## src/rtl/core/decimal_amount_to_fixed_point_defines.svh

```systemverilog
// ----------------------------------------------------------------------------
// decimal amount to fixed point: assertion macros
// shared concurrent assertion forms, clocked on aclk, quiet during reset
// ----------------------------------------------------------------------------
`ifndef DECIMAL_AMOUNT_TO_FIXED_POINT_DEFINES_SVH
`define DECIMAL_AMOUNT_TO_FIXED_POINT_DEFINES_SVH

// same-cycle implication
`define DAFP_ASSERT_NOW(lbl, ante, cons) \
    lbl: assert property (@(posedge aclk) disable iff (!aresetn) (ante) |-> (cons)) \
        else $error("dafp assertion failed");

// next-cycle implication
`define DAFP_ASSERT_NEXT(lbl, ante, cons) \
    lbl: assert property (@(posedge aclk) disable iff (!aresetn) (ante) |=> (cons)) \
        else $error("dafp assertion failed");

`endif

```

## src/rtl/core/dafp_pkg.sv

```systemverilog
// ----------------------------------------------------------------------------
// dafp_pkg
// constants, types and helpers shared by the decimal amount converter
// ----------------------------------------------------------------------------
package dafp_pkg;

    localparam int AMOUNT_W = 63;
    localparam int CHAR_W   = 8;
    localparam int FRACTION_DIGITS_DEFAULT = 8;

    localparam logic [CHAR_W-1:0] CHAR_PLUS  = 8'h2B;
    localparam logic [CHAR_W-1:0] CHAR_MINUS = 8'h2D;
    localparam logic [CHAR_W-1:0] CHAR_POINT = 8'h2E;
    localparam logic [CHAR_W-1:0] CHAR_ZERO  = 8'h30;
    localparam logic [CHAR_W-1:0] CHAR_NINE  = 8'h39;

    // status that travels with a finished string
    typedef struct packed {
        logic rejected;
        logic scaled_ovf;
        logic divisible;
    } dafp_flags_t;

    // ten to the n, n up to 18
    function automatic logic [63:0] pow10(input int n);
        logic [63:0] r;
        r = 64'd1;
        for (int i = 0; i < 18; i++) begin
            if (i < n) begin
                r = r * 64'd10;
            end
        end
        return r;
    endfunction

endpackage

```

## src/rtl/core/dafp_scan.sv

```systemverilog
// ----------------------------------------------------------------------------
// dafp_scan
// per-character parse state: integer, scaled integer and fraction accumulators
// ----------------------------------------------------------------------------
module dafp_scan #(
    parameter int FRACTION_DIGITS = dafp_pkg::FRACTION_DIGITS_DEFAULT
) (
    input  logic                               aclk,
    input  logic                               aresetn,
    input  logic                               take,
    input  logic [dafp_pkg::CHAR_W-1:0]        character,
    input  logic                               last_char,
    input  logic                               divisible,
    output logic [dafp_pkg::AMOUNT_W-1:0]      int_next,
    output logic [dafp_pkg::AMOUNT_W-1:0]      scaled_next,
    output logic [$clog2(dafp_pkg::pow10(FRACTION_DIGITS))-1:0] frac_next,
    output dafp_pkg::dafp_flags_t              flags_next
);

    localparam int FRAC_W = $clog2(dafp_pkg::pow10(FRACTION_DIGITS));
    localparam int CNT_W  = $clog2(FRACTION_DIGITS + 1);
    localparam int IDX_W  = (FRACTION_DIGITS > 1) ? $clog2(FRACTION_DIGITS) : 1;
    localparam int SUM_W  = dafp_pkg::AMOUNT_W + 4;
    localparam logic [63:0] UNIT = dafp_pkg::pow10(FRACTION_DIGITS);

    logic [dafp_pkg::AMOUNT_W-1:0] int_reg;
    logic [dafp_pkg::AMOUNT_W-1:0] scaled_reg;
    logic [FRAC_W-1:0]             frac_reg;
    logic [CNT_W-1:0]              count_reg;
    logic                          seen_point_reg;
    logic                          rejected_reg;
    logic                          ovf_reg;
    logic                          first_reg;

    logic [CNT_W-1:0] count_next;
    logic             seen_point_next;
    logic             first_next;

    logic [FRAC_W-1:0] place_tbl [FRACTION_DIGITS];
    logic [3:0]        digit;
    logic              is_digit;
    logic              in_frac;
    logic [63:0]       digit_unit;
    logic [FRAC_W-1:0] frac_add;
    logic [SUM_W-1:0]  int_sum;
    logic [SUM_W-1:0]  scaled_sum;

    // weight of each fraction slot
    for (genvar k = 0; k < FRACTION_DIGITS; k++) begin : g_place
        assign place_tbl[k] = FRAC_W'(dafp_pkg::pow10(FRACTION_DIGITS - 1 - k));
    end

    assign digit      = character[3:0];
    assign is_digit   = character inside {[dafp_pkg::CHAR_ZERO:dafp_pkg::CHAR_NINE]};
    assign in_frac    = divisible && seen_point_reg;
    assign digit_unit = UNIT * {60'd0, digit};
    assign frac_add   = place_tbl[count_reg[IDX_W-1:0]] * FRAC_W'(digit);
    assign int_sum    = ({4'd0, int_reg} << 3) + ({4'd0, int_reg} << 1) + SUM_W'(digit);
    assign scaled_sum = ({4'd0, scaled_reg} << 3) + ({4'd0, scaled_reg} << 1)
                      + SUM_W'(digit_unit);

    always_comb begin
        int_next             = int_reg;
        scaled_next          = scaled_reg;
        frac_next            = frac_reg;
        count_next           = count_reg;
        seen_point_next      = seen_point_reg;
        first_next           = first_reg;
        flags_next.rejected  = rejected_reg;
        flags_next.scaled_ovf = ovf_reg;
        flags_next.divisible = divisible;
        if (character == dafp_pkg::CHAR_MINUS) begin
            flags_next.rejected = 1'b1;
        end else if (character == dafp_pkg::CHAR_POINT) begin
            if (divisible && seen_point_reg) begin
                flags_next.rejected = 1'b1;
            end
            seen_point_next = 1'b1;
        end else if (seen_point_reg && !divisible) begin
            // integer-only mode ignores the tail
        end else if (in_frac && (count_reg >= CNT_W'(FRACTION_DIGITS))) begin
            // fraction digits beyond the kept slots are dropped
        end else begin
            if (in_frac) begin
                count_next = count_reg + CNT_W'(1);
            end
            first_next = 1'b0;
            if ((character == dafp_pkg::CHAR_PLUS) && first_reg) begin
                // leading plus sign
            end else if (!is_digit) begin
                flags_next.rejected = 1'b1;
            end else if (in_frac) begin
                frac_next = frac_reg + frac_add;
            end else if (!rejected_reg) begin
                if (|int_sum[SUM_W-1:dafp_pkg::AMOUNT_W]) begin
                    flags_next.rejected = 1'b1;
                end else begin
                    int_next = int_sum[dafp_pkg::AMOUNT_W-1:0];
                    if (|scaled_sum[SUM_W-1:dafp_pkg::AMOUNT_W]) begin
                        flags_next.scaled_ovf = 1'b1;
                    end else begin
                        scaled_next = scaled_sum[dafp_pkg::AMOUNT_W-1:0];
                    end
                end
            end
        end
    end

    always_ff @(posedge aclk) begin
        if (!aresetn || (take && last_char)) begin
            int_reg        <= '0;
            scaled_reg     <= '0;
            frac_reg       <= '0;
            count_reg      <= '0;
            seen_point_reg <= 1'b0;
            rejected_reg   <= 1'b0;
            ovf_reg        <= 1'b0;
            first_reg      <= 1'b1;
        end else if (take) begin
            int_reg        <= int_next;
            scaled_reg     <= scaled_next;
            frac_reg       <= frac_next;
            count_reg      <= count_next;
            seen_point_reg <= seen_point_next;
            rejected_reg   <= flags_next.rejected;
            ovf_reg        <= flags_next.scaled_ovf;
            first_reg      <= first_next;
        end
    end

endmodule

```

## src/rtl/core/decimal_amount_to_fixed_point.sv

```systemverilog
// ----------------------------------------------------------------------------
// decimal_amount_to_fixed_point
// ascii amount string to non-negative 63-bit fixed-point amount
// ----------------------------------------------------------------------------
// One request carries one character of the amount string; the request with
// last_char set closes the string and produces exactly one result on the m_
// channel, all other requests produce none. In divisible mode the amount is
// scaled by ten to FRACTION_DIGITS (missing fraction digits count as zero,
// extra ones are dropped); in plain mode everything after the first point is
// ignored. A minus sign, a second point in divisible mode, a stray non-digit
// or a value above 2^63-1 gives an amount of zero. The block takes one
// character per clock cycle, but a closing character waits in the input
// register while the snapshot register is full. A string's result passes
// the input, snapshot and result registers in that order before m_valid
// rises. The per-character scan stage, which multiplies the running value
// by ten and adds the digit, sets the rate of one character per cycle.
// ----------------------------------------------------------------------------
`include "decimal_amount_to_fixed_point_defines.svh"

module decimal_amount_to_fixed_point #(
    parameter int FRACTION_DIGITS = dafp_pkg::FRACTION_DIGITS_DEFAULT
) (
    input  logic                          aclk,
    input  logic                          aresetn,
    input  logic                          s_valid,
    output logic                          s_ready,
    input  logic [dafp_pkg::CHAR_W-1:0]   s_character,
    input  logic                          s_last_char,
    input  logic                          s_divisible,
    output logic                          m_valid,
    input  logic                          m_ready,
    output logic [dafp_pkg::AMOUNT_W-1:0] m_amount
);

    localparam int FRAC_W = $clog2(dafp_pkg::pow10(FRACTION_DIGITS));

    // input register
    logic                        in_valid_reg;
    logic [dafp_pkg::CHAR_W-1:0] in_char_reg;
    logic                        in_last_reg;
    logic                        in_div_reg;

    // snapshot of a finished string, waiting for the result stage
    logic                          snap_valid_reg;
    dafp_pkg::dafp_flags_t         snap_flags_reg;
    logic [dafp_pkg::AMOUNT_W-1:0] snap_int_reg;
    logic [dafp_pkg::AMOUNT_W-1:0] snap_scaled_reg;
    logic [FRAC_W-1:0]             snap_frac_reg;

    // result register
    logic                          m_valid_reg;
    logic [dafp_pkg::AMOUNT_W-1:0] m_amount_reg;
    logic [dafp_pkg::AMOUNT_W-1:0] m_amount_next;

    // scan outputs for the character in the input register
    logic [dafp_pkg::AMOUNT_W-1:0] int_next;
    logic [dafp_pkg::AMOUNT_W-1:0] scaled_next;
    logic [FRAC_W-1:0]             frac_next;
    dafp_pkg::dafp_flags_t         flags_next;

    // stage handshakes, each stage frees up when its successor takes
    logic snap_take;
    logic snap_ready;
    logic in_take;
    logic [dafp_pkg::AMOUNT_W:0] total;

    // a plain-mode string that was not rejected moves to the result stage
    logic plain_take;

    assign snap_take  = snap_valid_reg && (!m_valid_reg || m_ready);
    assign snap_ready = !snap_valid_reg || snap_take;
    // a character that does not close the string never waits
    assign in_take    = in_valid_reg && (!in_last_reg || snap_ready);
    assign s_ready    = !in_valid_reg || in_take;
    assign m_valid    = m_valid_reg;
    assign m_amount   = m_amount_reg;
    assign plain_take = snap_take && !snap_flags_reg.rejected && !snap_flags_reg.divisible;

    dafp_scan #(
        .FRACTION_DIGITS(FRACTION_DIGITS)
    ) u_scan (
        .aclk       (aclk),
        .aresetn    (aresetn),
        .take       (in_take),
        .character  (in_char_reg),
        .last_char  (in_last_reg),
        .divisible  (in_div_reg),
        .int_next   (int_next),
        .scaled_next(scaled_next),
        .frac_next  (frac_next),
        .flags_next (flags_next)
    );

    // final amount: integer part times the unit plus the padded fraction
    assign total = {1'b0, snap_scaled_reg} + (dafp_pkg::AMOUNT_W + 1)'(snap_frac_reg);

    always_comb begin
        if (snap_flags_reg.rejected) begin
            m_amount_next = '0;
        end else if (!snap_flags_reg.divisible) begin
            m_amount_next = snap_int_reg;
        end else if (snap_flags_reg.scaled_ovf || total[dafp_pkg::AMOUNT_W]) begin
            m_amount_next = '0;
        end else begin
            m_amount_next = total[dafp_pkg::AMOUNT_W-1:0];
        end
    end

    // control
    always_ff @(posedge aclk) begin
        if (!aresetn) begin
            in_valid_reg   <= 1'b0;
            snap_valid_reg <= 1'b0;
            m_valid_reg    <= 1'b0;
        end else begin
            if (s_valid && s_ready) begin
                in_valid_reg <= 1'b1;
            end else if (in_take) begin
                in_valid_reg <= 1'b0;
            end
            if (in_take && in_last_reg) begin
                snap_valid_reg <= 1'b1;
            end else if (snap_take) begin
                snap_valid_reg <= 1'b0;
            end
            if (snap_take) begin
                m_valid_reg <= 1'b1;
            end else if (m_ready) begin
                m_valid_reg <= 1'b0;
            end
        end
    end

    // payload
    always_ff @(posedge aclk) begin
        if (s_valid && s_ready) begin
            in_char_reg <= s_character;
            in_last_reg <= s_last_char;
            in_div_reg  <= s_divisible;
        end
        if (in_take && in_last_reg) begin
            snap_flags_reg  <= flags_next;
            snap_int_reg    <= int_next;
            snap_scaled_reg <= scaled_next;
            snap_frac_reg   <= frac_next;
        end
        if (snap_take) begin
            m_amount_reg <= m_amount_next;
        end
    end

    // a rejected string always comes out as zero
    `DAFP_ASSERT_NEXT(a_reject_zero, snap_take && snap_flags_reg.rejected, m_amount_reg == '0)
    // plain mode passes the integer part straight through
    `DAFP_ASSERT_NEXT(a_plain_int, plain_take, m_amount_reg == $past(snap_int_reg))
    // only the closing character can be held in the input register
    `DAFP_ASSERT_NOW(a_mid_no_stall, in_valid_reg && !in_last_reg, in_take)

endmodule

```

## config.mk

```make
export PLATFORM = sky130hd
export DESIGN_NAME = decimal_amount_to_fixed_point
export DESIGN_NICKNAME = d
export VERILOG_FILES = /design/src/rtl/core/dafp_pkg.sv /design/src/rtl/core/dafp_scan.sv /design/src/rtl/core/decimal_amount_to_fixed_point.sv
export VERILOG_INCLUDE_DIRS = /design/src /design/src/rtl/core
export SDC_FILE = /design/constraint.sdc
export NUM_CORES = 1
export LEC_CHECK = 0
export ABC_AREA = 1
export BUFFER_PORTS_ARGS = -buffer_cell sky130_fd_sc_hd__buf_2
export CAP_MARGIN = 20
export CORE_MARGIN = 10
export CORE_UTILIZATION = 35
export DETAILED_ROUTE_END_ITERATION = 12
export GPL_TIMING_DRIVEN = 0
export PLACE_DENSITY = 0.57
export SLEW_MARGIN = 20
export SYNTH_ARGS = -nofsm -noshare
export SYNTH_HDL_FRONTEND = slang
export SYNTH_HIERARCHICAL = 1
export SYNTH_SLANG_ARGS = --single-unit
```

## constraint.sdc

```tcl
create_clock -name aclk -period 7.21 [get_ports aclk]
set_input_delay 1.0815 -clock aclk [delete_from_list [all_inputs] [get_ports aclk]]
set_output_delay 1.0815 -clock aclk [all_outputs]
set_load 0.05 [all_outputs]
```

==> out/results.env <==
YS_WARN_COUNT=6
DP.FINAL_HPWL_UM=109200
RESULT_OF_THE_RUN='finished clean'
DESIGN.DIE.AREA_UM2=116100
SYNTH_SEQUENTIAL_AREA_RATIO_PCT=28.21
GRT_START_MAX_NET_PINS=95
YS_FF_LATCH=393
ASYNC_RESET_FF_SHARE_PCT=0
CTS_BUF_COUNT=47
CRITPATHARRIVALTIME_NS=7.13
TRITONCTS='yes'
ANTENNA_FOUND_INITIAL=3
DRT-INITIAL-DRC-COUNT=3077
POST_SYNTHESIS_INSTANCE_TOTAL=5287
CRIT_PATH_FREQUENT_CELL='sky130_fd_sc_hd__nand2_1'
WORST_PIN_SLEW_NS=1.251
SYNTHESIS.AREA_UM2=36020
WORST_CLOCK_SKEW_NS=0.03192
FP.DIEW_UM=340.8
WORSTREG2REGEND='snap_scaled_reg[3]'
NUMBER_OF_BUFFERS_ADDED_ON_PORTS=78
TIMING.HOLD.WORST.CLASS='flop to flop'
CRIT-REG2REG-LAUNCH='in_char_reg[2]'
WORST_SETUP_HOLD_PATH_CLK_SLEW_NS=0.06
MAXCAPVIOLCOUNT=0
START_UTIL_PCT=35.30
DOMINANTREGCELLSYNTH='sky130_fd_sc_hd__edfxtp_1'
DETAIL_ROUTE_ANTENNA_NETS=0
MIN-DELAY-START='u_scan/count_reg[3]'
GRT_USE_TOTAL_PCT=21.91
CRIT_PATH_START_KIND='flop'
STARTPOINT='in_char_reg[2]'
CORE_UM2=102000
AVERAGE_CELL_AREA_AFTER_SYNTHESIS_UM2=6.812
DRT_FIRST_PASS_ITERS=6
CRITICAL_PATH.N_BUFFERS_INVERTERS=4
ROUTE.DETAILED.VIAS_PER_INST=5.081
ROUTED-VIA-COUNT=34750
GRT_PASS1_WL_UM=197700
REMAINING_OVERFLOW_GRT=0
POSTLAYOUTCOREUTIL_PCT=39.20
ROOT_BUFFER_CELL='sky130_fd_sc_hd__clkbuf_16'
CTS.HTREE.LEVELS=2
LAYOUT-DRIVE-GT1-SHARE_PCT=5.777
CRITICAL_PATH_REQUIRED_TIME_NS=7.49
LAYOUT_WORST_PATH_CYCLE_SHARE_PCT=95.03
FINAL-HOLD-VIOLATION-COUNT=0
LEAKAGE_nW=20.57
NETS=5864
PLACE_WORST_SETUP_SLACK_NS=-1.265
WORST_PATH_MAX_FANOUT=10
SLEW_HEADROOM_PCT=16.58
MAPPEDNETLISTNETS=5718
WORST_SETUP_PATH_END_KIND='flop'
POWER_DENSITY_nW_PER_UM2=178.0
TIMING.FMAX_MHz=146.0
PLACE.GP.CONGESTION=0.9942
SYNTH_CELL_TYPE_COUNT=54
CP_SLOWEST_CELL='sky130_fd_sc_hd__fa_1'
HOLDBUFCOUNTCTS=0
CLOCK_INSERTION_DELAY_WORST_SKEW_NS=0.61
R2R_SETUP_SLACK_NS=0.36
SYN_TO_FINAL_GROWTH_PCT=11.05
REPORT.POWER.TOTAL_mW=7.119
ENDPOINT_OF_THE_WORST_HOLD_TIMING_PATH='u_scan/count_reg[3]'
POST-ROUTE-MIN-PERIOD_NS=6.852
TOP_LEVEL_PORTS=79
POSTROUTEWIRELENGTH_UM=131100
LEAST_SETUP_SLACK_ACROSS_ALL_PATHS_AFTER_LAYOUT_NS=0.3584
SYNTH_ENABLE_FLOP_CELLS=229
COUNT_OF_CLOCK_TREE_SINKS=393
DIE_H_UM=340.8
RR_WORST_DEPTH=31
GRT_PASS1_VIAS=32937
CRIT_FAMILY='adder cells'
CTS_BUFFER_DEPTH=3
MAXSLEWVIOLCOUNT=0
FLOORPLAN.ROWS=117
WORSTHOLDPATHCELLS=2
DETAIL_ROUTE.DRC_VIOLATIONS=0
WIRE_PER_INST_UM=19.16
FINAL-SETUP-VIOL-COUNT=0
CPPEAKSTAGEDELAY_NS=0.57
TIMING_WORST_SETUP_PATH_TYPE='flop to flop'
POWER.IR.VDD_WORST_V=0.0001918
[cells in the mapped netlist, types with 2 or more instances]
cell type                  number  share of area (%)
sky130_fd_sc_hd__o21bai_1      32               0.67
sky130_fd_sc_hd__o211ai_1       3              0.063
sky130_fd_sc_hd__buf_1          5              0.052
sky130_fd_sc_hd__ha_1         325                 11
sky130_fd_sc_hd__o211ai_2      20               0.69
sky130_fd_sc_hd__and2_1         4              0.069
sky130_fd_sc_hd__nor2_1       535                5.6
sky130_fd_sc_hd__o21ai_0      243                3.4
sky130_fd_sc_hd__nor4_1         8               0.14
sky130_fd_sc_hd__a21boi_0       6               0.13
sky130_fd_sc_hd__buf_2         21               0.29
sky130_fd_sc_hd__nand2_2       13               0.23
sky130_fd_sc_hd__a21oi_1      357                5.0
sky130_fd_sc_hd__nor3b_1        3              0.063
sky130_fd_sc_hd__or2_2         17               0.30
sky130_fd_sc_hd__xor2_1        80                1.9
sky130_fd_sc_hd__a21oi_2        4              0.097
sky130_fd_sc_hd__nand3_1      272                3.8
sky130_fd_sc_hd__nor3_2         2              0.056
sky130_fd_sc_hd__nor2_2         9               0.16
sky130_fd_sc_hd__a21o_1        11               0.23
sky130_fd_sc_hd__nand4_1      105                1.8
sky130_fd_sc_hd__clkbuf_1      78               0.81
sky130_fd_sc_hd__dfxtp_1      164                9.1
sky130_fd_sc_hd__and3_1        13               0.23
sky130_fd_sc_hd__fa_1          92                5.1
sky130_fd_sc_hd__buf_6         13               0.41
sky130_fd_sc_hd__o21a_1         2              0.042
sky130_fd_sc_hd__clkinv_1       3              0.031
sky130_fd_sc_hd__o31ai_1        4              0.083
sky130_fd_sc_hd__buf_4          7               0.15
sky130_fd_sc_hd__edfxtp_1     229                 19
sky130_fd_sc_hd__inv_2          4              0.042
sky130_fd_sc_hd__nor3_1        50               0.69
sky130_fd_sc_hd__a31oi_1       11               0.19
sky130_fd_sc_hd__nand2_1     1533                 16
sky130_fd_sc_hd__inv_1        896                9.3
sky130_fd_sc_hd__xnor2_1       59                1.4
sky130_fd_sc_hd__a31o_2         3              0.073
sky130_fd_sc_hd__nand3b_1      37               0.77
[through the flow]
step	area, um^2	cells	TNS, ns	hold slack, ns
6_report	39990	6839	0	0.4576
5_1_grt	39990	6838	-0.009933	0.4814
4_1_cts	39850	6831	0	0.4604
3_5_place_dp	38200	6736	-141.81	0.4508
3_3_place_gp	38120	6733	-134.02	0.4502
2_1_floorplan	36020	5287	0	0.4354
[cells in the final DEF (no fill, tap or decap), types with 6 or more instances in the layout]
cell	count
sky130_fd_sc_hd__clkbuf_16	47
sky130_fd_sc_hd__xnor2_1	59
sky130_fd_sc_hd__clkinv_2	9
sky130_fd_sc_hd__nand3_1	272
sky130_fd_sc_hd__ha_1	322
sky130_fd_sc_hd__o21ai_0	240
sky130_fd_sc_hd__nor3_1	50
sky130_fd_sc_hd__o211ai_2	20
sky130_fd_sc_hd__dfxtp_1	164
sky130_fd_sc_hd__nand4_1	105
sky130_fd_sc_hd__buf_4	24
sky130_fd_sc_hd__a21oi_1	355
sky130_fd_sc_hd__and3_1	13
sky130_fd_sc_hd__nand2_2	19
sky130_fd_sc_hd__xor2_1	78
sky130_fd_sc_hd__inv_1	894
sky130_fd_sc_hd__nor2_2	11
sky130_fd_sc_hd__a21oi_2	6
sky130_fd_sc_hd__clkbuf_1	85
sky130_fd_sc_hd__nand2_1	1527
sky130_fd_sc_hd__a21o_1	11
sky130_fd_sc_hd__o21bai_1	32
sky130_fd_sc_hd__or2_2	17
sky130_fd_sc_hd__nor4_1	8
sky130_fd_sc_hd__buf_6	14
sky130_fd_sc_hd__buf_2	97
sky130_fd_sc_hd__bufinv_16	7
sky130_fd_sc_hd__a31oi_1	11
sky130_fd_sc_hd__nand3b_1	37
sky130_fd_sc_hd__nor2_1	531
sky130_fd_sc_hd__a21boi_0	6
sky130_fd_sc_hd__clkinv_1	6
sky130_fd_sc_hd__fa_1	91
sky130_fd_sc_hd__edfxtp_1	229
[worst max-delay path by stage]
stage,to,slack [ns],cells past startpoint
2_1_floorplan,snap_scaled_reg[20],1.13,34
3_3_place_gp,snap_scaled_reg[10],-1.20,29
3_5_place_dp,snap_scaled_reg[10],-1.26,29
4_1_cts,snap_scaled_reg[10],0.02,34
5_1_grt,snap_scaled_reg[3],-0.005,36
6_report,snap_scaled_reg[3],0.36,31
[cells by family after synthesis]
family	Yosys count	share of synthesized area, %
AOI/OAI and AO/OA	705	10.84
and+or+nand+nor	2606	30.05
adders and majority gates	417	16.40
buffers and inverters	1027	11.12
DFF	393	28.21
xor gates and xnor gates	139	3.380
[routing by layer]
layer	vias up	routed length (um)	global-route usage [%]
met5	-	0	0
met4	0	3151	5.773
met3	132	9896	3.725
met2	1047	58400	35.23
met1	16338	59600	30.12
li1	17233	-	-
[cell type report]
type                       count  area [um^2]
fill                       11014        62040
multi-input combinational   3867        21940
sequential                   393        10160
inverter                     903         3405
tap                         1368         1712
clock buffer                  57         1224
buffer                       123        625.6
timing repair buffer          98        585.6
clock inverter                29        345.3
antenna                        1        2.502
[timing repair]
item	CTS	global route
setup endpoints to repair	128	126
pin swaps	1	4
resized for setup	8	26
buffers inserted	10	7
[report_power, final]
group          total, mW  switching [mW]  internal, mW
combinational       2.10            1.42         0.678
clock               2.47            1.00          1.47
sequential          2.55          0.0900          2.46
total               7.12            2.51          4.61
[tightest hold or removal path: stages (launching register included)]
cell and delay, ns:
sky130_fd_sc_hd__dfxtp_1 0.30, sky130_fd_sc_hd__inv_1 0.06, sky130_fd_sc_hd__a21oi_1 0.06
No activity file was read; power rests on OpenSTA's default activity.
